File: src/hw/rtl/dphash_pkg.sv
package dphash_pkg;

	localparam int unsigned DataW   = 31;
	localparam int unsigned ChW     = 8;
	localparam int unsigned HashW   = 63;
	localparam int unsigned ProdW   = 2 * DataW;
	localparam int unsigned CntW    = $clog2(ProdW);
	localparam int unsigned CfgIdxW = 2;
	localparam int unsigned Lanes   = 2;

	localparam logic [DataW-1:0] ResetBaseA = DataW'(1949313259);
	localparam logic [DataW-1:0] ResetBaseB = DataW'(1997293877);
	localparam logic [DataW-1:0] ResetModA  = DataW'(2091573227);
	localparam logic [DataW-1:0] ResetModB  = DataW'(2117566807);

	typedef enum logic [CfgIdxW-1:0] {
		CfgBaseA = 2'd0,
		CfgBaseB = 2'd1,
		CfgModA  = 2'd2,
		CfgModB  = 2'd3
	} cfg_idx_t;

	typedef enum logic [1:0] {
		StIdle,
		StMul,
		StRed,
		StDone
	} state_t;

	typedef struct packed {
		logic capture;
		logic start;
		logic step;
		logic commit;
	} ctrl_cmd_t;

endpackage

File: src/hw/rtl/dphash_ctrl.sv
module dphash_ctrl (
	input  logic                    clk,
	input  logic                    arst_n,
	input  logic                    in_valid,
	output logic                    in_ready,
	output logic                    out_valid,
	input  logic                    out_ready,
	output dphash_pkg::ctrl_cmd_t   cmd
);
	import dphash_pkg::*;

	state_t          state_q;
	state_t          state_d;
	logic [CntW-1:0] cnt_q;
	logic            out_valid_q;
	logic            can_commit;
	logic            last_step;

	assign can_commit = !out_valid_q || out_ready;
	assign last_step  = (cnt_q == CntW'(ProdW - 1));

	always_comb begin
		state_d = state_q;
		unique case (state_q)
			StIdle: begin
				if (in_valid) begin
					state_d = StMul;
				end
			end
			StMul: begin
				state_d = StRed;
			end
			StRed: begin
				if (last_step) begin
					state_d = StDone;
				end
			end
			StDone: begin
				if (can_commit) begin
					state_d = StIdle;
				end
			end
		endcase
	end

	always_comb begin
		cmd      = '0;
		in_ready = 1'b0;
		unique case (state_q)
			StIdle: begin
				in_ready    = 1'b1;
				cmd.capture = in_valid;
			end
			StMul: begin
				cmd.start = 1'b1;
			end
			StRed: begin
				cmd.step = 1'b1;
			end
			StDone: begin
				cmd.commit = can_commit;
			end
		endcase
	end

	always_ff @(posedge clk or negedge arst_n) begin
		if (!arst_n) begin
			state_q     <= StIdle;
			cnt_q       <= '0;
			out_valid_q <= 1'b0;
		end else begin
			state_q <= state_d;
			if (cmd.start) begin
				cnt_q <= '0;
			end else if (cmd.step) begin
				cnt_q <= cnt_q + CntW'(1);
			end
			if (cmd.commit) begin
				out_valid_q <= 1'b1;
			end else if (out_ready) begin
				out_valid_q <= 1'b0;
			end
		end
	end

	assign out_valid = out_valid_q;

endmodule

File: config.mk
export PLATFORM = sky130hd
export DESIGN_NAME = dphash_ctrl
export DESIGN_NICKNAME = d
export VERILOG_FILES = /design/src/hw/rtl/dphash_pkg.sv /design/src/hw/rtl/dphash_ctrl.sv
export SDC_FILE = /design/constraint.sdc
export NUM_CORES = 1
export LEC_CHECK = 0
export ABC_CLOCK_PERIOD_IN_PS = 1540
export BUFFER_PORTS_ARGS = -buffer_cell sky130_fd_sc_hd__buf_4
export CORE_UTILIZATION = 45
export DETAILED_ROUTE_END_ITERATION = 16
export MAX_ROUTING_LAYER = met4
export PLACE_DENSITY = 0.69
export SKIP_CTS_REPAIR_TIMING = 1
export SLEW_MARGIN = 20
export SYNTH_ARGS = -nofsm -noshare
export SYNTH_HDL_FRONTEND = slang
export SYNTH_SLANG_ARGS = --single-unit
File: constraint.sdc
create_clock -name clk -period 1.54 [get_ports clk]
set_input_delay 0.154 -clock clk [delete_from_list [all_inputs] [get_ports clk]]
set_output_delay 0.154 -clock clk [all_outputs]
set_load 0.02 [all_outputs]
==> results.toml <==
[layout]
n_fill_cell = 110
antenna_cells = 0
final_cell_mix = "buf_4 (12), dfrtp_1 (9), inv_1 (8), ha_1 (6), nor2_1 (4)"
drive_above_1_share_pct = 27.8
nNetsFinal = 91
final_common_cell = "buf_4"
area_growth_pct = 23.6

[timing]
final_max_slew_viol_count = 0
finalSetupViolations = 0
hold_slack_ns = 0.201
worst_clock_skew_ns = 0.00426
rsz0062_at_grt = "true"
worstMarginPinSlew_ns = 0.300
fmax_mhz = 658
hold_viol = 0
slew_headroom_pct = 79.8
fin_setup_tns_ns = 0
finalCritPeriodShare_pct = 98.7
min_period_ns = 1.52

[global_route]
grt_pass1_wl_um = 1870
grt_use_total_pct = 19.3
grt-ovfl-total = 0
grt_pass1_vias = 426
grt_max_degree = 13
antenna_found_initial = 0

[drt]
finalWirelength_um = 1170
routed_via_density = 5.37
vias = 499
drt-initial-drc-count = 16
post-route-drc-count = 0
drt-pass1-iter-count = 4
routedWlPerCell_um = 12.6
antenna_left = 0

[worst_setup_path]
cp_max_fo = 5
crit_type = "flop to primary output"
start_kind = "flop"
cp.arrival_ns = 1.37
critPathRequiredTime_ns = 1.39
cp-end-kind = "primary output"

[die]
die_y_um = 38.7
dieArea_um2 = 1500
io-pin-count = 10
num_rows = 12
die_w_um = 38.7
initial_core_util_pct = 51.7
coreArea_um2 = 1170

[logic_synthesis]
yosys.area.top_type = "dfrtp_1"
synth_seq_cells = 9
async_reset_ff_share_pct = 100
postSynthAreaPerCell_um2 = 9.61
yosys_most_used_dff = "dfrtp_1"
synthTopCellsByArea = "dfrtp_1 (37%), ha_1 (14%), inv_1 (5.0%), mux2_2 (3.7%), mux2i_1 (3.3%)"
syn_area_um2 = 606
synth_top_area_share_pct = 37.2
synth_seq_area_share_pct = 37.2
synth_nets = 74
yosys_warnings = 0
synth_enable_flop_cells = 0
synth_cell_types = 27
syn-instance-count = 63

[cts]
clockRootBuffer = "clkbuf_4"
cts.clk_slew.worst_paths_ns = 0.06
cts.sink_count = 9
cts_buffers = 3
cts_tree = "yes"
clk_latency_ns = 0.26
htree_levels = 1
ctsLongestPathBuffers = 2

[worst_hold_path]
hold_class = "input port to flop"

[placement]
place_congestion = 0.798
hpwlAfterDp_um = 880
io_buffer_count = 9

[pwr]
p_per_area_nw_per_um2 = 576
ir_drop_v = 0.000434
p_leak_nw = 0.402

[flow_run]
cap_viol_max_count = 0

[outcome]
status = "finished clean"
==> cell usage after synthesis (all sizes together) (2+ instances only) <==
| cell | count |
|---|---|
| a311o | 2 |
| and2 | 2 |
| and3 | 2 |
| dfrtp | 9 |
| ha | 7 |
| inv | 8 |
| mux2 | 2 |
| mux2i | 2 |
| nand2 | 2 |
| nand2b | 3 |
| nand3 | 3 |
| nor2 | 4 |
| nor2b | 2 |
| o21ai | 2 |
| o22ai | 3 |
==> power by group <==
group	internal, mW	switching [mW]
logic	0.00793	0.00646
registers	0.236	0
clock network	0.0958	0.0845
==> layout make-up <==
cell class	instances	area, µm²	share of cell area (%)
Multi-Input combinational cell	45	348	46.5
Timing Repair Buffer	13	100	13.4
Inverter	8	30.0	4.01
Tap cell	14	17.5	2.34
Sequential cell	9	225	30.1
Clock buffer	3	22.5	3.01
Clock inverter	1	5.00	0.669
==> kinds of logic (layout without fill, tap and decap cells) <==
kind of cell	after synthesis	in the layout	synth area share (%)
fa+ha+maj	7	7	14.5
buf+inv	9	25	5.78
compound gates	12	12	14.1
mux	4	4	7.02
flops	9	9	37.2
simple gates	22	22	21.5
==> routing by layer <==
layer	part of all wire, %	vias up	wire (µm)	global-route usage [%]
met5	0	-	0	-
met4	0	0	0	5.17
met3	8.1	0	95	8.67
met2	42	16	491	25.4
met1	50	229	587	26.4
li1	-	254	-	-
==> state kept, by name, indices dropped and copies added, names as in the netlist <==
signal and cells:
state_q 2, cnt_q 6, out_valid 1
==> worst paths after layout <==
check / to / depth (start not counted) / slack [ns] / from
hold / removal: out_valid / 3 / 0.20 / out_ready
setup / recovery: cmd[2] / 4 / 0.02 / state_q[1]
setup reg to reg: cnt_q[2] / 5 / 0.03 / state_q[1]
hold reg to reg: out_valid / 2 / 0.58 / out_valid
max in group asynchronous: cnt_q[4] / 2 / 1.15 / arst_n
min in group asynchronous: state_q[1] / 2 / 0.25 / arst_n
==> critical path: stages, from the launching register on <==
cell and delay (ns):
dfrtp_1 0.41, inv_1 0.13, ha_1 0.26, buf_4 0.17, buf_4 0.14
==> per-stage QoR <==
step,instances,area (µm²),setup WS (ns),utilization [%],power (mW)
detailed placement,88,708,-0.00221,60.5,0.253
finish,93,748,0.0201,63.9,0.431
global route,93,748,-0.0562,63.9,0.451
floorplan,63,606,0.0969,-,0.242
CTS,92,736,-0.0162,62.8,0.438
global placement,88,708,0.0618,60.5,0.253
(Power assumes the default switching activity.)
